$ cat src/hw/rtl/abrb_pkg.sv
// Shared types, constants and helpers for the atomic byte ring buffer.
// No dependencies; every other file of the block imports this package.
package abrb_pkg;

    // Store geometry and field widths
    localparam int DEPTH     = 1024;
    localparam int ADDR_W    = $clog2(DEPTH);
    localparam int RING_W    = $clog2(DEPTH + 1);
    localparam int MAX_XFER  = 64;
    localparam int LEN_W     = 7;
    localparam int BYTE_W    = 8;
    localparam int KIND_W    = 2;
    localparam int USED_W    = 10;
    localparam int SIZE_W    = 11;

    // Configuration port
    localparam int CFG_DATA_W = 32;
    localparam int PADDR_W    = 3;
    localparam logic REG_SIZE_IN_USE = 1'b0;
    localparam logic [SIZE_W-1:0] SIZE_RESET = SIZE_W'(1024);

    // Job queue between front and back
    localparam int QDEPTH = 4;
    localparam int QPTR_W = $clog2(QDEPTH);
    localparam int QCNT_W = $clog2(QDEPTH + 1);

    // Item kinds
    typedef enum logic [KIND_W-1:0] {
        KIND_WRITE   = 2'd0,
        KIND_READ    = 2'd1,
        KIND_PEEK    = 2'd2,
        KIND_DISCARD = 2'd3
    } kind_t;

    // Back end states
    typedef enum logic {
        BK_IDLE,
        BK_BURST
    } back_state_t;

    // One queued job: a single status beat, or a byte burst from the store
    typedef struct packed {
        logic              burst;
        logic [ADDR_W-1:0] addr;
        logic              last;
        logic              accepted;
        logic [LEN_W-1:0]  count;
        logic [USED_W-1:0] used;
        logic [USED_W-1:0] free;
    } job_t;

    // Store write request from the front
    typedef struct packed {
        logic              we;
        logic [ADDR_W-1:0] addr;
        logic [BYTE_W-1:0] data;
    } wr_req_t;

    // (pos + inc) mod ring, valid while pos < ring and inc <= ring
    function automatic logic [ADDR_W-1:0] ring_add(
        input logic [ADDR_W-1:0] pos,
        input logic [RING_W-1:0] inc,
        input logic [RING_W-1:0] ring
    );
        logic [RING_W:0] sum;
        sum = (RING_W+1)'(pos) + (RING_W+1)'(inc);
        if (sum >= (RING_W+1)'(ring))
        begin
            sum = sum - (RING_W+1)'(ring);
        end
        return ADDR_W'(sum);
    endfunction

endpackage

$ cat src/hw/rtl/abrb_front.sv
// Front end: accepts items, tracks ring positions and write runs, decides
// accept/refuse and queues result jobs. Depends on abrb_pkg.
module abrb_front
    import abrb_pkg::*;
(
    input  logic              clk,
    input  logic              rst_n,
    input  logic              cfg_clear,
    input  logic [RING_W-1:0] ring_len,
    input  logic              start,
    input  logic [KIND_W-1:0] kind,
    input  logic [LEN_W-1:0]  length,
    input  logic              first,
    input  logic [BYTE_W-1:0] data,
    input  logic              q_full,
    input  logic              burst_done,
    output logic              busy,
    output logic              enq,
    output job_t              enq_job,
    output wr_req_t           wr
);

    logic [ADDR_W-1:0] wp_reg, wp_next;
    logic [ADDR_W-1:0] rp_reg, rp_next;
    logic [ADDR_W-1:0] used_reg, used_next;
    logic [ADDR_W-1:0] run_wp_reg, run_wp_next;
    logic [LEN_W-1:0]  run_rem_reg, run_rem_next;
    logic [LEN_W-1:0]  run_len_reg, run_len_next;
    logic              run_ok_reg, run_ok_next;
    logic              burst_pend_reg, burst_pend_next;

    logic              accept;
    logic [ADDR_W-1:0] free_cur;
    logic [ADDR_W-1:0] used_new;
    logic [LEN_W-1:0]  eff_len;
    logic [LEN_W-1:0]  eff_rem;
    logic [LEN_W-1:0]  rem_dec;
    logic [ADDR_W-1:0] eff_wp;
    logic [ADDR_W-1:0] wp_adv;
    logic              eff_ok;
    logic              run_open;
    logic              refuse;

    function automatic logic [ADDR_W-1:0] free_of(
        input logic [RING_W-1:0] ring,
        input logic [ADDR_W-1:0] used
    );
        logic [RING_W-1:0] tmp;
        tmp = ring - RING_W'(1) - RING_W'(used);
        return ADDR_W'(tmp);
    endfunction

    assign busy   = q_full || burst_pend_reg;
    assign accept = start && !busy;
    assign free_cur = free_of(ring_len, used_reg);

    // Command bounds check
    assign refuse = (length == '0) || (int'(length) > MAX_XFER)
                    || (int'(length) > int'(used_reg));

    // Item decode and state update
    always_comb
    begin
        wp_next         = wp_reg;
        rp_next         = rp_reg;
        used_next       = used_reg;
        run_wp_next     = run_wp_reg;
        run_rem_next    = run_rem_reg;
        run_len_next    = run_len_reg;
        run_ok_next     = run_ok_reg;
        burst_pend_next = burst_pend_reg;
        enq             = 1'b0;
        enq_job         = '0;
        wr              = '0;
        eff_len         = run_len_reg;
        eff_rem         = run_rem_reg;
        eff_ok          = run_ok_reg;
        eff_wp          = run_wp_reg;
        run_open        = 1'b0;
        rem_dec         = '0;
        wp_adv          = '0;
        used_new        = used_reg;

        if (burst_done)
        begin
            burst_pend_next = 1'b0;
        end

        // refused single beat carries the current fill
        enq_job.last     = 1'b1;
        enq_job.accepted = 1'b0;
        enq_job.count    = '0;
        enq_job.used     = USED_W'(used_reg);
        enq_job.free     = USED_W'(free_cur);

        if (cfg_clear)
        begin
            wp_next      = '0;
            rp_next      = '0;
            used_next    = '0;
            run_wp_next  = '0;
            run_rem_next = '0;
            run_len_next = '0;
            run_ok_next  = 1'b0;
        end
        else if (accept)
        begin
            enq = 1'b1;
            unique case (kind_t'(kind))
                KIND_WRITE:
                begin
                    if (first)
                    begin
                        eff_len  = length;
                        eff_rem  = length;
                        eff_ok   = (length != '0) && (int'(length) <= MAX_XFER)
                                   && (int'(length) <= int'(free_cur));
                        eff_wp   = wp_reg;
                        run_open = (length != '0);
                        run_len_next = length;
                        run_rem_next = '0;
                        run_ok_next  = 1'b0;
                        run_wp_next  = wp_reg;
                    end
                    else
                    begin
                        run_open = (run_rem_reg != '0);
                    end

                    if (run_open)
                    begin
                        wp_adv  = ring_add(eff_wp, RING_W'(1), ring_len);
                        rem_dec = eff_rem - LEN_W'(1);
                        if (eff_ok)
                        begin
                            wr.we   = 1'b1;
                            wr.addr = eff_wp;
                            wr.data = data;
                        end
                        run_wp_next  = eff_ok ? wp_adv : eff_wp;
                        run_len_next = eff_len;
                        if (rem_dec != '0)
                        begin
                            // mid-run byte
                            run_rem_next = rem_dec;
                            run_ok_next  = eff_ok;
                            enq_job.last = 1'b0;
                        end
                        else
                        begin
                            // last byte: commit when the run fit
                            run_rem_next = '0;
                            run_ok_next  = 1'b0;
                            if (eff_ok)
                            begin
                                wp_next          = wp_adv;
                                used_new         = used_reg + ADDR_W'(eff_len);
                                used_next        = used_new;
                                enq_job.accepted = 1'b1;
                                enq_job.count    = eff_len;
                                enq_job.used     = USED_W'(used_new);
                                enq_job.free     = USED_W'(free_of(ring_len, used_new));
                            end
                        end
                    end
                end
                KIND_DISCARD:
                begin
                    run_rem_next = '0;
                    run_ok_next  = 1'b0;
                    if (!refuse)
                    begin
                        rp_next          = ring_add(rp_reg, RING_W'(length), ring_len);
                        used_new         = used_reg - ADDR_W'(length);
                        used_next        = used_new;
                        enq_job.accepted = 1'b1;
                        enq_job.count    = length;
                        enq_job.used     = USED_W'(used_new);
                        enq_job.free     = USED_W'(free_of(ring_len, used_new));
                    end
                end
                KIND_READ:
                begin
                    run_rem_next = '0;
                    run_ok_next  = 1'b0;
                    if (!refuse)
                    begin
                        rp_next          = ring_add(rp_reg, RING_W'(length), ring_len);
                        used_new         = used_reg - ADDR_W'(length);
                        used_next        = used_new;
                        burst_pend_next  = 1'b1;
                        enq_job.burst    = 1'b1;
                        enq_job.addr     = rp_reg;
                        enq_job.accepted = 1'b1;
                        enq_job.count    = length;
                        enq_job.used     = USED_W'(used_new);
                        enq_job.free     = USED_W'(free_of(ring_len, used_new));
                    end
                end
                KIND_PEEK:
                begin
                    run_rem_next = '0;
                    run_ok_next  = 1'b0;
                    if (!refuse)
                    begin
                        burst_pend_next  = 1'b1;
                        enq_job.burst    = 1'b1;
                        enq_job.addr     = rp_reg;
                        enq_job.accepted = 1'b1;
                        enq_job.count    = length;
                    end
                end
            endcase
        end
    end

    // State registers
    always_ff @(posedge clk or negedge rst_n)
    begin
        if (!rst_n)
        begin
            wp_reg         <= '0;
            rp_reg         <= '0;
            used_reg       <= '0;
            run_wp_reg     <= '0;
            run_rem_reg    <= '0;
            run_len_reg    <= '0;
            run_ok_reg     <= 1'b0;
            burst_pend_reg <= 1'b0;
        end
        else
        begin
            wp_reg         <= wp_next;
            rp_reg         <= rp_next;
            used_reg       <= used_next;
            run_wp_reg     <= run_wp_next;
            run_rem_reg    <= run_rem_next;
            run_len_reg    <= run_len_next;
            run_ok_reg     <= run_ok_next;
            burst_pend_reg <= burst_pend_next;
        end
    end

`ifndef SYNTHESIS
    // fill level never exceeds capacity
    a_used_bound: assert property (@(posedge clk) disable iff (!rst_n)
        RING_W'(used_reg) < ring_len)
        else $error("used count exceeds ring capacity");
`endif

endmodule

$ cat config.mk
export PLATFORM = sky130hd
export DESIGN_NAME = abrb_front
export DESIGN_NICKNAME = d
export VERILOG_FILES = /design/src/hw/rtl/abrb_pkg.sv /design/src/hw/rtl/abrb_front.sv
export SDC_FILE = /design/constraint.sdc
export NUM_CORES = 1
export LEC_CHECK = 0
export BUFFER_PORTS_ARGS = -buffer_cell sky130_fd_sc_hd__buf_2
export CAP_MARGIN = 20
export CORE_MARGIN = 3
export CORE_UTILIZATION = 40
export CTS_BUF_LIST = sky130_fd_sc_hd__clkbuf_16
export DETAILED_ROUTE_END_ITERATION = 10
export PLACE_DENSITY = 0.58
export SLEW_MARGIN = 20
export SYNTH_ARGS = -nofsm -noshare
export SYNTH_HDL_FRONTEND = slang
export SYNTH_SLANG_ARGS = --single-unit
$ cat constraint.sdc
create_clock -name clk -period 5.5 [get_ports clk]
set_input_delay 0.55 -clock clk [delete_from_list [all_inputs] [get_ports clk]]
set_output_delay 0.55 -clock clk [all_outputs]
set_load 0.01 [all_outputs]
# Yosys cells after proc, flatten, opt, wreduce, memory -nomap -nowiden
# Index checks and enable logic that the tools add are counted.
# W data, S select, Z words.
# word_totals
elab_cells	146
rom_bits	0
memories	0
regBits	56
mem_bits_rw	0
latchBits	0
output_inout_bits	61
in_bits	35
# op_classes
n_eq_ne	10
addsub	11
mul	0
n_div	0
shift	0
mux	85
reduce_logical	26
magnitude_cmp	6
bitwise	0
# op_table
op	count
$mux W10	27
$mux W7	17
$mux W19	5
$mux W28	3
$mux W40	2
$sub A10 B10 Y10	5
$pmux W20 S2	1
$mux W29	1
$pmux W8 S3	1
$ge A11 B11 Y1	2
$mux W1	22
$mux W11	2
$reduce_bool A7 Y1	3
$pmux W10 S2	1
$pmux W7 S2	1
$add A10 B1 Y11 const B	1
$add A10 B7 Y11	1
$add A10 B7 Y10	1
$gt A7 B10 Y1	1
$le A7 B10 Y1	1
$reduce_bool A2 Y1	5
$sub A10 B1 Y10 const B	1
$sub A10 B7 Y10	1
$ne A3 B3 Y1 const B	3
22 further kinds	30

# Longest topological paths before layout
# depth
ltp_word	14
depth_mapped	21
mapped_depth_nobuf	20

# Worst setup path before layout
# Ideal clock, no wire load.
# synth_timing
path_kind	input to output
start	input port first
end	output port enq_job[9] in the netlist's numbering
required_ns	4.950
path_slack_ns	0.182
arrival_ns	4.768
n_path_buf	4
cell_stages	17
path_cell_list	buf_2 buf_1 clkbuf_1 buf_1 mux2_2 fa_1 a21o_1 a21oi_1 o21bai_1 a21oi_1 xor2_1 ha_1 o41ai_1 o21ai_0 xnor2_1 or3_1 nand3_1
# synth_rtl
element	line	source
from (decl)	abrb_front.sv:13	input logic first,
to (decl)	abrb_front.sv:19	output job_t enq_job,

==> flow_summary.yaml <==
logic_synthesis:
  synth_cells: 992
  synth_area_um2: 7871
  yosys_warnings: 0
  synth-seq-cells: 56
  ys_seq_area_share_pct: 17.80
  synth_edf_count: 0
  ys.flop_type: "dfrtp_1"
  synthArstFlopShare_pct: 100.0
  synth.avg_cell_area_um2: 7.935
  syn_nets: 1122
  ys_types: 75
grt:
  grt_pass1_vias: 7640
  grt_max_degree: 57
  antenna_found_initial: 0
  groute.usage.overall_pct: 25.13
  grt_overflow: 0
  grt_pass1_wl_um: 43010
setup_path:
  r2r-end: "used_reg[9]$_DFFE_PN0P_"
  cp-startpoint: "ring_len[3]"
  crit_path_end: "enq_job[14]"
  start_kind: "primary input"
  cp.required_ps: 4950
  crit_type: "in2out"
  regToRegSetupSlack_ps: 1030
  path_max_fanout: 9
  arrival_ps: 4740
  end_kind: "output pin"
  r2r_start: "used_reg[0]$_DFFE_PN0P_"
  r2r_cells: 17
route:
  drcViolationCount: 0
  first_iter_violations: 679
  drtPass1Iterations: 5
  routedWlPerCell_um: 20.29
  ant_nets: 0
  vias: 7989
  vias_per_cell: 5.879
  drt_wl_total_um: 27570
floorplanning:
  die-width_um: 146.3
  core_um2: 19020
  die_h_um: 146.3
  die_area_um2: 21400
  initial_utilization_pct: 41.39
  fp-row-count: 50
  ioPinCount: 96
cells_and_area:
  fin_area_um2: 9015
  area_delta_synth_final_pct: 14.53
  nets: 1228
  final_cell_mix: "95 x buf_2, 87 x ha_1, 81 x nor2_1"
  diodes: 0
  post_layout_nonfiller_instances: 1359
  layout-drive-gt1-share_pct: 16.56
  final_common_cell: "buf_2"
timing:
  hold_slack_ps: 391.5
  setup_viol: 0
  finalHoldViolations: 0
  max-slew-margin-rel_pct: 43.68
  fin_skew_ps: 11.73
  max_freq_mhz: 189.1
  slew_viol_final: 0
  finalCritPeriodShare_pct: 96.14
  fin_ws_ps: 212.3
  tightest_slew_ps: 841.7
  period_minus_slack_ps: 5288
placement:
  dpl-instance-area_um2: 8817
  place_congestion: 1.054
  dp_cells: 1349
  dp.final_hpwl_um: 21780
  io_buffers: 95
  post-place-ws_ps: 99.09
pwr:
  ir_worst_vdd_mv: 0.1066
  finalPower_mw: 1.311
  p_leak_nw: 4.369
  power.density_nw_per_um2: 145.4
job:
  max-cap-violations: 0
hold_path:
  hp-class: "in2async"
cts:
  h-tree-depth: 2
  clk_pin_slew_ps: 80
  cts_buffers: 5
  cts-root-buf: "clkbuf_16"
  cts_tree: "built"
  clock-sinks: 56
  clk_path_buf_depth: 2
  insertion_delay_ps: 310
run_status:
  outcome: "finished, final reports clean"
layout make-up:
class                      instances  area, µm²
fill                            1984      10000
multi-input combinational        834       6115
sequential                        56       1401
timing repair buffer             135      779.5
tap                              260      325.3
inverter                          66      247.7
clock buffer                       5      125.1
clock inverter                     3      21.27
worst max-delay path, stage by stage:
cell and delay (ps):
buf_2 120, or4_4 560, nand2_1 110, ha_1 290, a21oi_2 180, nand2b_1 140, nand2_1 50, nor2_1 120
xor2_1 210, ha_1 290, a21o_1 180, a21oi_2 170, and3_1 170, a211oi_1 50, buf_4 160, a31o_2 290
a31oi_2 260, buf_4 210, o21ai_1 130, a211o_1 340, buf_2 140
per-layer routing:
metal / part of all wire [%] / wire [µm] / up-vias / global-route usage, %
li1: - / - / 3889 / -
met2: 46 / 12550 / 275 / 40.47
met1: 44 / 12180 / 3778 / 34.59
met3: 7.5 / 2062 / 47 / 4.718
met4: 2.8 / 773 / 0 / 6.961
met5: 0 / 0 / - / 0
metrics by stage:
stage	utilization [%]	TNS [ps]
finish	47.40	0
global route	47.40	-18.06
floorplan	-	0
CTS	47.13	0
global placement	46.32	0
detailed placement	46.36	0
synth_stat cells (10+ instances only):
| cell type | instances | area share, % |
|---|---|---|
| and2_1 | 18 | 1.4 |
| ha_1 | 87 | 14 |
| nor3_1 | 23 | 1.5 |
| mux2i_1 | 36 | 4.6 |
| nand3_1 | 19 | 1.2 |
| and3_1 | 19 | 1.5 |
| inv_1 | 65 | 3.1 |
| mux2_2 | 10 | 1.4 |
| nor2_1 | 81 | 3.9 |
| a21o_1 | 23 | 2.2 |
| dfrtp_1 | 56 | 18 |
| xor2_1 | 25 | 2.8 |
| o21ai_0 | 58 | 3.7 |
| clkbuf_1 | 26 | 1.2 |
| a22o_1 | 25 | 2.8 |
| a21oi_1 | 70 | 4.5 |
| nand2_1 | 71 | 3.4 |
| a211oi_1 | 17 | 1.6 |
| o21a_1 | 12 | 1.1 |
| o221ai_1 | 10 | 1.1 |
| nor2b_1 | 14 | 1.1 |
| nand4_1 | 12 | 0.95 |
| xnor2_1 | 50 | 5.6 |
| or3_1 | 13 | 1.0 |
timing repair:
item / in CTS / in global routing
hold buffers: 0 / 0
setup buffers: 0 / 2
gates resized for setup: 0 / 8
endpoints found under the setup margin: 0 / 24
report_power, final:
group | internal (mW) | switching [mW] | total (mW) | leakage, nW
Combinational | 0.218 | 0.327 | 0.545 | 3.52
Sequential | 0.416 | 0.00456 | 0.420 | 0.781
Clock | 0.171 | 0.175 | 0.345 | 0.0702
how the worst min path moves through the flow:
| stage | startpoint | end | slack (ps) | depth (start not counted) |
|---|---|---|---|---|
| 6_report | rst_n | used_reg[0]$_DFFE_PN0P_ | 390 | 2 |
| 5_1_grt | rst_n | used_reg[0]$_DFFE_PN0P_ | 450 | 2 |
| 4_1_cts | rst_n | used_reg[0]$_DFFE_PN0P_ | 450 | 2 |
| 3_5_place_dp | wp_reg[5]$_DFFE_PN0P_ | wp_reg[5]$_DFFE_PN0P_ | 470 | 1 |
| 3_3_place_gp | run_ok_reg$_DFFE_PN0P_ | run_ok_reg$_DFFE_PN0P_ | 460 | 1 |
| 2_1_floorplan | rst_n | burst_pend_reg$_DFF_PN0_ | 250 | 0 |
cells by family after synthesis:
family,share of synthesized area [%]
xor gates and xnor gates,8.345
buffers and inverters,4.991
AOI/OAI and AO/OA,27.23
and+or+nand+nor,19.76
adders and majority gates,15.86
DFF,17.80
muxes,6.009
(Power assumes the default switching activity.)
