### config.mk
export PLATFORM = sky130hd
export DESIGN_NAME = abrb_queue
export DESIGN_NICKNAME = d
export VERILOG_FILES = /design/src/hw/rtl/abrb_pkg.sv /design/src/hw/rtl/abrb_queue.sv
export SDC_FILE = /design/constraint.sdc
export NUM_CORES = 1
export LEC_CHECK = 0
export BUFFER_PORTS_ARGS = -buffer_cell sky130_fd_sc_hd__buf_2
export CAP_MARGIN = 30
export CORE_ASPECT_RATIO = 1.4
export CORE_MARGIN = 4
export CORE_UTILIZATION = 30
export DETAILED_ROUTE_END_ITERATION = 10
export PLACE_DENSITY = 0.45
export SLEW_MARGIN = 30
export SYNTH_ARGS = -nofsm -noshare
export SYNTH_HDL_FRONTEND = slang
export SYNTH_SLANG_ARGS = --single-unit
### constraint.sdc
create_clock -name clk -period 2.3 [get_ports clk]
set_clock_uncertainty 0.2 [all_clocks]
set_input_delay 0.23 -clock clk [delete_from_list [all_inputs] [get_ports clk]]
set_output_delay 0.23 -clock clk [all_outputs]
set_load 0.005 [all_outputs]
### src/hw/rtl/abrb_pkg.sv
// Shared types, constants and helpers for the atomic byte ring buffer.
// No dependencies; every other file of the block imports this package.
package abrb_pkg;

    // Store geometry and field widths
    localparam int DEPTH     = 1024;
    localparam int ADDR_W    = $clog2(DEPTH);
    localparam int RING_W    = $clog2(DEPTH + 1);
    localparam int MAX_XFER  = 64;
    localparam int LEN_W     = 7;
    localparam int BYTE_W    = 8;
    localparam int KIND_W    = 2;
    localparam int USED_W    = 10;
    localparam int SIZE_W    = 11;

    // Configuration port
    localparam int CFG_DATA_W = 32;
    localparam int PADDR_W    = 3;
    localparam logic REG_SIZE_IN_USE = 1'b0;
    localparam logic [SIZE_W-1:0] SIZE_RESET = SIZE_W'(1024);

    // Job queue between front and back
    localparam int QDEPTH = 4;
    localparam int QPTR_W = $clog2(QDEPTH);
    localparam int QCNT_W = $clog2(QDEPTH + 1);

    // Item kinds
    typedef enum logic [KIND_W-1:0] {
        KIND_WRITE   = 2'd0,
        KIND_READ    = 2'd1,
        KIND_PEEK    = 2'd2,
        KIND_DISCARD = 2'd3
    } kind_t;

    // Back end states
    typedef enum logic {
        BK_IDLE,
        BK_BURST
    } back_state_t;

    // One queued job: a single status beat, or a byte burst from the store
    typedef struct packed {
        logic              burst;
        logic [ADDR_W-1:0] addr;
        logic              last;
        logic              accepted;
        logic [LEN_W-1:0]  count;
        logic [USED_W-1:0] used;
        logic [USED_W-1:0] free;
    } job_t;

    // Store write request from the front
    typedef struct packed {
        logic              we;
        logic [ADDR_W-1:0] addr;
        logic [BYTE_W-1:0] data;
    } wr_req_t;

    // (pos + inc) mod ring, valid while pos < ring and inc <= ring
    function automatic logic [ADDR_W-1:0] ring_add(
        input logic [ADDR_W-1:0] pos,
        input logic [RING_W-1:0] inc,
        input logic [RING_W-1:0] ring
    );
        logic [RING_W:0] sum;
        sum = (RING_W+1)'(pos) + (RING_W+1)'(inc);
        if (sum >= (RING_W+1)'(ring))
        begin
            sum = sum - (RING_W+1)'(ring);
        end
        return ADDR_W'(sum);
    endfunction

endpackage

### src/hw/rtl/abrb_queue.sv
// Short job queue between the front end and the back end.
// Depends on abrb_pkg for job_t and the queue depth.
module abrb_queue
    import abrb_pkg::*;
(
    input  logic clk,
    input  logic rst_n,
    input  logic enq,
    input  job_t enq_job,
    input  logic pop,
    output job_t head,
    output logic empty,
    output logic full
);

    job_t              q_mem_reg [QDEPTH];
    logic [QPTR_W-1:0] wr_ptr_reg, wr_ptr_next;
    logic [QPTR_W-1:0] rd_ptr_reg, rd_ptr_next;
    logic [QCNT_W-1:0] cnt_reg, cnt_next;

    assign head  = q_mem_reg[rd_ptr_reg];
    assign empty = (cnt_reg == '0);
    assign full  = (cnt_reg == QCNT_W'(QDEPTH));

    // Pointer and fill bookkeeping
    always_comb
    begin
        wr_ptr_next = enq ? wr_ptr_reg + QPTR_W'(1) : wr_ptr_reg;
        rd_ptr_next = pop ? rd_ptr_reg + QPTR_W'(1) : rd_ptr_reg;
        cnt_next    = cnt_reg + QCNT_W'(enq) - QCNT_W'(pop);
    end

    always_ff @(posedge clk or negedge rst_n)
    begin
        if (!rst_n)
        begin
            wr_ptr_reg <= '0;
            rd_ptr_reg <= '0;
            cnt_reg    <= '0;
        end
        else
        begin
            wr_ptr_reg <= wr_ptr_next;
            rd_ptr_reg <= rd_ptr_next;
            cnt_reg    <= cnt_next;
        end
    end

    // Entry storage
    always_ff @(posedge clk)
    begin
        if (enq)
        begin
            q_mem_reg[wr_ptr_reg] <= enq_job;
        end
    end

endmodule

* Yosys cells after proc, flatten, opt, wreduce, memory -nomap -nowiden
Memories as Yosys holds them, arrays and structs flattened.
Index checks and enable logic that the tools add are counted.
** Storage, ports and cells
- Bits in registers :: 7
- Bits in writable memories :: 160
- Bits of input ports :: 44
- Output and inout bits :: 42
- Memories :: 1
** Memory list
- q_mem_reg :: words 4, bits a word 40, read ports 1, clocked after Yosys merged registers in 0, wr ports 1, RTL line abrb_queue.sv:16 : job_t q_mem_reg [QDEPTH];
** Cells by class
- $add $sub $neg :: 4
- Eq/ne operators :: 1
- Mux-type cells :: 2
- Reduce and logical (&&, ||, !) cells :: 1
** Operator list (number)
- 2-bit by 1-bit adder with 2-bit output, second input constant :: 2
- 3-bit by 1-bit adder with 3-bit output :: 1
- 3-bit == test, second input constant :: 1
- 3-bit zero test :: 1
- 3-bit by 1-bit subtractor with 3-bit output :: 1
- 1-bit 2-to-1 mux :: 2

* Longest topological paths before layout
Gate-level depths: netlist (run 1).
- Word-level depth :: 2
- Mapped depth :: 6

* Worst setup path before layout (run 1)
OpenSTA, ideal clock, no wires.
- Path kind :: flip-flop to flip-flop
- Start :: reg wr_ptr_reg[0]
- End :: mem q_mem_reg[0][0] (netlist name), enable pin
- Data arrival time :: 1.589 ns
- Required time :: 1.699 ns
- Path slack :: 0.110 ns
- Cell stages (with the launch flop) :: 4
- Cell sequence :: dfrtp_1 inv_1 ha_1 and2_1
** RTL lines
- start, declared :: RTL line abrb_queue.sv:17 : logic [QPTR_W-1:0] wr_ptr_reg, wr_ptr_next;
- start signal, assigned :: RTL line abrb_queue.sv:43 : wr_ptr_reg <= wr_ptr_next;
- end, declared :: RTL line abrb_queue.sv:16
No word-level cell before the write port.

==> impl_metrics.toml, run 1 <==
[finish]
nets = 445
final_util = 0.390
drive_above_1_share = 0.424
largest_reg_flops = 160
final_area_mm2 = 0.00800
area_delta_synth_final_pct = 28.7

[setup_path]
cp_slowest_cell = "mux4_2"
worstPathMaxFanout = 21
path_buf_inv = 2
arrival_ns = 1.78
cp_top_family = "multiplexers"
end_kind = "output pin"
crit_type = "flip-flop to output pin"
path_cells = "buf_16, mux4_2, buf_2"
cp_data_required_time_ns = 1.87
slowest_delay_ns = 0.55
start_kind = "flip-flop"

[pwr]
p_leak_uw = 0.00281
finalPower_uw = 9580
ir_drop_uv = 546
powerDensity_mw_per_mm2 = 1200

[yosys]
yosys.area_share.simple = 0.00705
async_flop_share = 0.0419
yosys-mux-area-fraction = 0.146
synth_compound_area_frac = 0.000805
synth-seq-cells = 167
synth_top_family_by_area = "multiplexers"
synth_most_common_cell = "edfxtp_1"
yosysTopAreaCell = "edfxtp_1"
syn_nets = 295
synth_warnings = 0
synth_edf_count = 160
yosys.cell_types.count = 18
synth_common_cells = "edfxtp_1, mux4_2, dfrtp_1"
synth_ff_type = "edfxtp_1"
syn_area_mm2 = 0.00621
netlist_instances = 244
synth_fa_ha_area_frac = 0.0153
synth_seq_area_share = 0.801
synth_xor_area_frac = 0.00705
synth_top_area_frac = 0.773
synth_area_leaders = "edfxtp_1, mux4_2, dfrtp_1"
syn_area_per_cell_um2 = 25.5

[drt]
drt-wirelength-per-cell_um = 18.7
ant_nets = 0
via_count = 2943
wl_um = 12400
drc = 0
vias_per_cell = 4.43
first_iter_violations = 137
dr.pass1.iters = 5

[clock_tree]
numCtsBuffers = 17
clk_latency_ns = 0.41
root_buffer = "clkbuf_16"
clock-sinks = 167
cts_setup_buffers = 0
clockBufferDepth = 2
htreeDepth = 4
cts_tree = "done"
path_clk_slew_ns = 0.07

[outcome]
status = "finished, final reports clean"

[sta]
rsz0062_at_grt = "yes"
min_period_over_period = 0.962
fin_crit_ns = 2.21
fmaxAchievable_mhz = 452
setup_viol = 0
hold_viol = 0
fin_tns_setup_ns = 0
maxSlewViolCount = 0
hold_ws_ns = 0.333
worst_pin_slew_ns = 0.435
maxSlewHeadroom = 0.710

[place]
io_buffers = 85
dpl-instance-area_mm2 = 0.00698
dpl.hpwl_um = 7390
gp_congestion = 0.660

[die]
dieArea_mm2 = 0.0231
die_y_um = 178
ios = 86
row_count = 62
die_w_um = 130
initial_core_util = 0.303
design.core.area_mm2 = 0.0205

[grt]
grt_max_degree = 31
grt_pass1_vias = 3267
overflow = 0
grt_pass1_wl_um = 18700
antenna_found_initial = 2
grt_use_total = 0.112

[hold_path]
hold_class = "flip-flop to flip-flop"

[flow_run]
drv_cap = 0
==> cell families after synthesis <==
kind of cell / Yosys count
mux: 40
xor+xnor: 5
buf+inv: 16
fa+ha+maj: 7
flops: 167
simple gates: 8
compound gates: 1
==> worst paths after layout <==
check                      slack (ns)          start       endpoint  cells after the start
max                              0.09  rd_ptr_reg[0]       head[35]                      3
min                              0.33  wr_ptr_reg[0]  wr_ptr_reg[0]                      1
max reg2reg                      0.55     cnt_reg[0]     cnt_reg[2]                      6
min reg2reg                      0.33  wr_ptr_reg[0]  wr_ptr_reg[0]                      1
max in group asynchronous        1.06          rst_n  rd_ptr_reg[0]                      3
min in group asynchronous        0.57          rst_n  wr_ptr_reg[0]                      3
==> area by class of cell <==
cell class | instances | area, um2
antenna | 2 | 5.00
clock buffer | 17 | 425
clock inverter | 14 | 140
fill | 1913 | 12500
inverter | 6 | 22.5
multi-input combinational | 61 | 1100
sequential | 167 | 4980
tap | 256 | 320
timing repair buffer | 141 | 1000
==> metal layers <==
| metal | global-route usage | share of wire | up-vias |
|---|---|---|---|
| met3 | 0.0282 | 0.036 | 10 |
| li1 | - | - | 1329 |
| met5 | 0 | 0 | - |
| met4 | 0.0416 | 0.014 | 0 |
| met1 | 0.131 | 0.39 | 1552 |
| met2 | 0.197 | 0.56 | 52 |
==> where the power goes <==
group | switching [uW] | internal, uW
clock | 1220 | 1520
combinational | 1310 | 1370
sequential | 161 | 4000
total | 2700 | 6880
==> through the flow <==
step | cells | setup slack (ns)
after detailed placement | 587 | 0.474
after global routing | 662 | -0.0348
after floorplan | 244 | 0.110
after global placement | 587 | 0.476
final | 664 | 0.0874
after CTS | 662 | 0.0165
==> repair_timing <==
item                                   CTS  global route
endpoints found under the hold margin  172             0
setup endpoints to repair                0             3
gates resized for setup                  0             2
hold buffers                            44             0
==> layout by cell type, fill, tap and decap left out, drive strengths merged <==
cell         synthesis  layout
clkbuf               1      17
clkinvlp             0       1
nand2                2       2
o21ai                1       1
clkinv               0       5
diode                0       2
bufinv               0       1
inv                  6      13
mux4                40      40
dfrtp                7       7
and2                 4       4
nor3                 1       1
xnor2                2       2
buf                  9      97
fa                   1       1
ha                   6       6
edfxtp             160     160
and3                 1       1
xor2                 3       3
dlygate4sd3          0      44
Note: power is estimated with default switching activity, not from simulation.
==> inputs of run 2 (changes only) <==
- RECOVER_POWER: not set -> 50
==> run 2 against run 1 <==
  * First-iteration DRC count down 3.6%
  * Register-to-register slack worse by 0.04 ns
  * Global-route usage is the same
  * Worst setup slack better by 0.0015 ns
  * Final area fell by 0.72%
  * Final cell count unchanged
  * Clock power is essentially flat
  * Sequential share of layout area increased by 0.45 points
  * Critical path depth did not move
  * Hold slack got worse by 0.0034 ns
==> impl_metrics.toml, run 2 (same netlist as run 1, synthesis figures left out) <==
[outcome]
status = "finished, final reports clean"

[die]
design.core.area_mm2 = 0.0205
row_count = 62
die_y_um = 178
ios = 86
dieArea_mm2 = 0.0231
initial_core_util = 0.303
die_w_um = 130

[grt]
grt_use_total = 0.112
grt_max_degree = 31
antenna_found_initial = 2
grt_pass1_vias = 3267
grt_pass1_wl_um = 18700
overflow = 0

[drt]
via_count = 2946
ant_nets = 0
drc = 0
first_iter_violations = 132
drt-wirelength-per-cell_um = 18.7
wl_um = 12400
dr.pass1.iters = 4
vias_per_cell = 4.44

[setup_path]
slowest_delay_ns = 0.55
cp_data_required_time_ns = 1.87
reg2reg_depth = 3
crit_type = "flip-flop to output pin"
reg2reg_from = "wr_ptr_reg[0]"
end_kind = "output pin"
path_buf_inv = 2
cp_top_family = "multiplexers"
start_kind = "flip-flop"
path_cells = "buf_16, mux4_2, buf_2"
rr_endpoint = "q_mem_reg[3][30]"
arrival_ns = 1.78
r2r_slack_ns = 0.51
worstPathMaxFanout = 21
cp_slowest_cell = "mux4_2"
cp_num_cells = 3

[sta]
hold_viol = 0
maxSlewViolCount = 0
rsz0062_at_grt = "yes"
fmaxAchievable_mhz = 452
maxSlewHeadroom = 0.563
setup_viol = 0
min_period_over_period = 0.961
worst_pin_slew_ns = 0.656
fin_crit_ns = 2.21

[pwr]
p_leak_uw = 0.00269
p_clk_frac = 0.286
p_int_uw = 6870
seqPwrFrac = 0.435
switching_share = 0.282
p_sw_uw = 2700
pwr-share-comb = 0.279
ir_drop_uv = 547
powerDensity_mw_per_mm2 = 1200

[finish]
nets = 445
final_common_cell = "edfxtp_1"
multi_input_area_mm2 = 0.00110
final_area_mm2 = 0.00794
final_util = 0.388
area_delta_synth_final_pct = 27.8
nFillCells = 1927
regArea_mm2 = 0.00498
drive_above_1_share = 0.320
largest_reg_flops = 160
final_cell_mix = "edfxtp_1, dlygate4sd3_1, buf_2, clkbuf_1, mux4_2"

[clock_tree]
clk_latency_ns = 0.41
cts_setup_buffers = 0
path_clk_slew_ns = 0.06
numCtsBuffers = 17
cts_tree = "done"
htreeDepth = 4
clockBufferDepth = 2
clock-sinks = 167
root_buffer = "clkbuf_16"

[place]
gp_congestion = 0.660
dpl-instance-area_mm2 = 0.00698
dpl.hpwl_um = 7390
io_buffers = 85

[hold_path]
min_delay_path_depth = 1
holdPathEnd = "wr_ptr_reg[0]"
hold_start = "wr_ptr_reg[0]"
hold_class = "flip-flop to flip-flop"

[flow_run]
drv_cap = 0
run 2: power groups by stage:
stage          sequential (uW)  combinational, uW  clock (uW)
2_1_floorplan             4160               1730           0
3_3_place_gp              4190               2720           0
3_5_place_dp              4220               2750           0
4_1_cts                   4160               2820        2820
5_1_grt                   4200               2970        2970
6_report                  4160               2670        2740
run 2: cell type report:
class	instances	share of cell area
sequential	167	0.628
multi-input combinational	61	0.138
timing repair buffer	141	0.119
clock buffer	17	0.0536
tap	256	0.0403
clock inverter	14	0.0177
inverter	6	0.00284
antenna	2	0.000630
run 2: through the flow:
step / setup TNS (ns) / instances / hold WS (ns) / total power (uW) / setup slack [ns]
final: 0 / 664 / 0.330 / 9560 / 0.0889
after floorplan: 0 / 244 / -0.266 / 5890 / 0.110
after global placement: 0 / 587 / -0.126 / 6910 / 0.476
after global routing: -0.0372 / 662 / 0.371 / 10100 / -0.0348
after detailed placement: 0 / 587 / -0.117 / 6970 / 0.474
after CTS: 0 / 662 / 0.339 / 9800 / 0.0165
run 2: routing by layer:
layer	part of all wire	up-vias	GRT usage
met5	0	-	0
met4	0.013	0	0.0416
met3	0.038	10	0.0282
met2	0.55	55	0.197
met1	0.39	1552	0.131
li1	-	1329	-
run 2: how the worst max path moves through the flow:
stage	slack [ns]	from	to
finish	0.09	rd_ptr_reg[0]	head[35]
global route	-0.03	rd_ptr_reg[0]	head[39]
CTS	0.02	rd_ptr_reg[0]	head[0]
detailed placement	0.47	rd_ptr_reg[0]	head[0]
global placement	0.48	rd_ptr_reg[0]	head[0]
floorplan	0.11	wr_ptr_reg[0]	q_mem_reg[0][0]
run 2: repair_timing:
| item | in CTS | in global routing |
|---|---|---|
| endpoints found under the hold margin | 172 | 0 |
| endpoints found under the setup margin | 0 | 3 |
| resized for setup | 0 | 2 |
| hold buffers | 44 | 0 |
==> inputs of run 3 (changes only) <==
==> constraint.sdc (replaced) <==
create_clock -name clk -period 2.3 [get_ports clk]
set_clock_uncertainty 0.2 [all_clocks]
set_input_delay 0.69 -clock clk [delete_from_list [all_inputs] [get_ports clk]]
set_output_delay 0.69 -clock clk [all_outputs]
set_load 0.005 [all_outputs]
==> run 3 against run 2 <==
  * The run now ends with setup timing left
  * Critical path depth increased by 1
  * Utilization decreased by 0.60 points
  * Global-route usage increased by 0.16 points
  * Critical endpoint is now head[9]
  * Largest power group unchanged
==> impl_metrics.toml, run 3 (same netlist as run 1, synthesis figures left out) <==
[pwr]
p_leak_uw = 0.00265
seqPwrFrac = 0.411
ir_drop_uv = 438
p_int_uw = 7440
p_sw_uw = 2690
switching_share = 0.265
powerDensity_mw_per_mm2 = 1300
pwr-share-comb = 0.313
p_clk_frac = 0.276

[setup_path]
slowest_delay_ns = 0.50
cp_data_required_time_ns = 1.41
cp_top_family = "flip-flops"
rr_endpoint = "cnt_reg[2]"
worstSetupStartpoint = "rd_ptr_reg[0]"
arrival_ns = 1.79
r2r_slack_ns = 0.58
path_cells = "buf_12, buf_12, mux4_2, buf_2"
cp_slowest_cell = "dfrtp_4"
reg2reg_from = "cnt_reg[0]"
endpoint = "head[9]"
cp_num_cells = 4
critical_path.most_common_cell = "buf_12"
crit_type = "flip-flop to output pin"
worstPathMaxFanout = 5
end_kind = "output pin"
path_buf_inv = 3
start_kind = "flip-flop"
reg2reg_depth = 6

[sta]
fmaxAchievable_mhz = 374
maxSlewHeadroom = 0.682
hold_ws_ns = 0.312
setup_ws_ns = -0.376
worst_pin_slew_ns = 0.477
min_period_over_period = 1.16
hold_viol = 0
maxSlewViolCount = 0
setup_viol = 40
fin_crit_ns = 2.68
rsz0062_at_grt = "yes"

[grt]
grt_max_degree = 29
antenna_found_initial = 2
grt_pass1_vias = 3178
grt_pass1_wl_um = 18900
overflow = 0
grt_use_total = 0.114

[clock_tree]
clock-sinks = 167
clk_latency_ns = 0.41
clockBufferDepth = 2
numCtsBuffers = 17
cts_tree = "done"
htreeDepth = 4
root_buffer = "clkbuf_16"
path_clk_slew_ns = 0.06

[finish]
nets = 419
nFillCells = 1924
largest_reg_flops = 160
regArea_mm2 = 0.00498
multi_input_area_mm2 = 0.00109
drive_above_1_share = 0.388
antennaDiodeCount = 0
final_cell_mix = "edfxtp_1, clkbuf_1, mux4_2, buf_2, clkbuf_16"
final_common_cell = "edfxtp_1"
instances_no_fill = 635
area_delta_synth_final_pct = 25.8

[drt]
drc = 0
first_iter_violations = 196
ant_nets = 0
dr.pass1.iters = 5
via_count = 2843
wl_um = 12400
vias_per_cell = 4.48
drt-wirelength-per-cell_um = 19.5

[place]
gp_congestion = 0.630
placed_cells_incl_taps = 594
dpl.hpwl_um = 7970
io_buffers = 85

[die]
design.core.area_mm2 = 0.0205
die_w_um = 130
ios = 86
die_y_um = 178
row_count = 62
dieArea_mm2 = 0.0231
initial_core_util = 0.303

[outcome]
status = "finished, violations left"
violations = "setup timing"

[flow_run]
drv_cap = 0

[hold_path]
hold_class = "input pin to flip-flop"
-- run 3: how the worst min path moves through the flow --
stage | start | end | cells past startpoint
final | pop | rd_ptr_reg[0] | 2
after global routing | pop | rd_ptr_reg[0] | 2
after CTS | enq_job[23] | q_mem_reg[3][23] | 1
after detailed placement | wr_ptr_reg[0] | wr_ptr_reg[0] | 1
after global placement | wr_ptr_reg[0] | wr_ptr_reg[0] | 1
after floorplan | rst_n | cnt_reg[0] | 0
-- run 3: power groups by stage --
stage          Combinational [uW]  Sequential, uW  Clock [uW]
3_3_place_gp                 2850            4270           0
2_1_floorplan                1730            4160           0
3_5_place_dp                 2860            4300           0
4_1_cts                      3230            4180        2890
5_1_grt                      3470            4220        3030
6_report                     3170            4170        2800
-- run 3: layer usage --
layer	part of all wire	global-route usage	wire, um
met3	0.039	0.0362	485
met1	0.40	0.132	5000
met4	0.015	0.0416	188
met2	0.54	0.196	6680
met5	0.0025	0	31
-- run 3: per-stage QoR --
stage	total power [uW]	setup slack, ns	cell area, um2	utilization	setup TNS [ns]
3_3_place_gp	7110	-0.0119	7100	0.347	-0.0248
2_1_floorplan	5890	0.0365	6210	-	0
5_1_grt	10700	-0.437	7820	0.382	-16.45
6_report	10100	-0.376	7820	0.382	-13.70
4_1_cts	10300	-0.417	7830	0.382	-15.36
3_5_place_dp	7160	-0.0210	7100	0.347	-0.0660
-- run 3: layout make-up --
class,instances,share of cell area
Multi-Input combinational cell,61,0.140
Tap cell,256,0.0410
Timing Repair Buffer,115,0.104
Clock inverter,13,0.0200
Inverter,6,0.00288
Sequential cell,167,0.638
Clock buffer,17,0.0544
-- run 3: worst reg2reg max path, cell delays in order (launching register included) --
cell	delay, ns
dfrtp_1	0.35
inv_1	0.06
ha_1	0.26
inv_1	0.04
ha_1	0.19
fa_1	0.38
xnor2_1	0.14
-- run 3: what timing repair did --
item	in CTS	in global routing
hold buffers	1	0
gates resized for setup	12	6
hold endpoints to repair	7	0
endpoints found under the setup margin	40	40
setup buffers	6	2
pin swaps	0	0
gates cloned	2	0
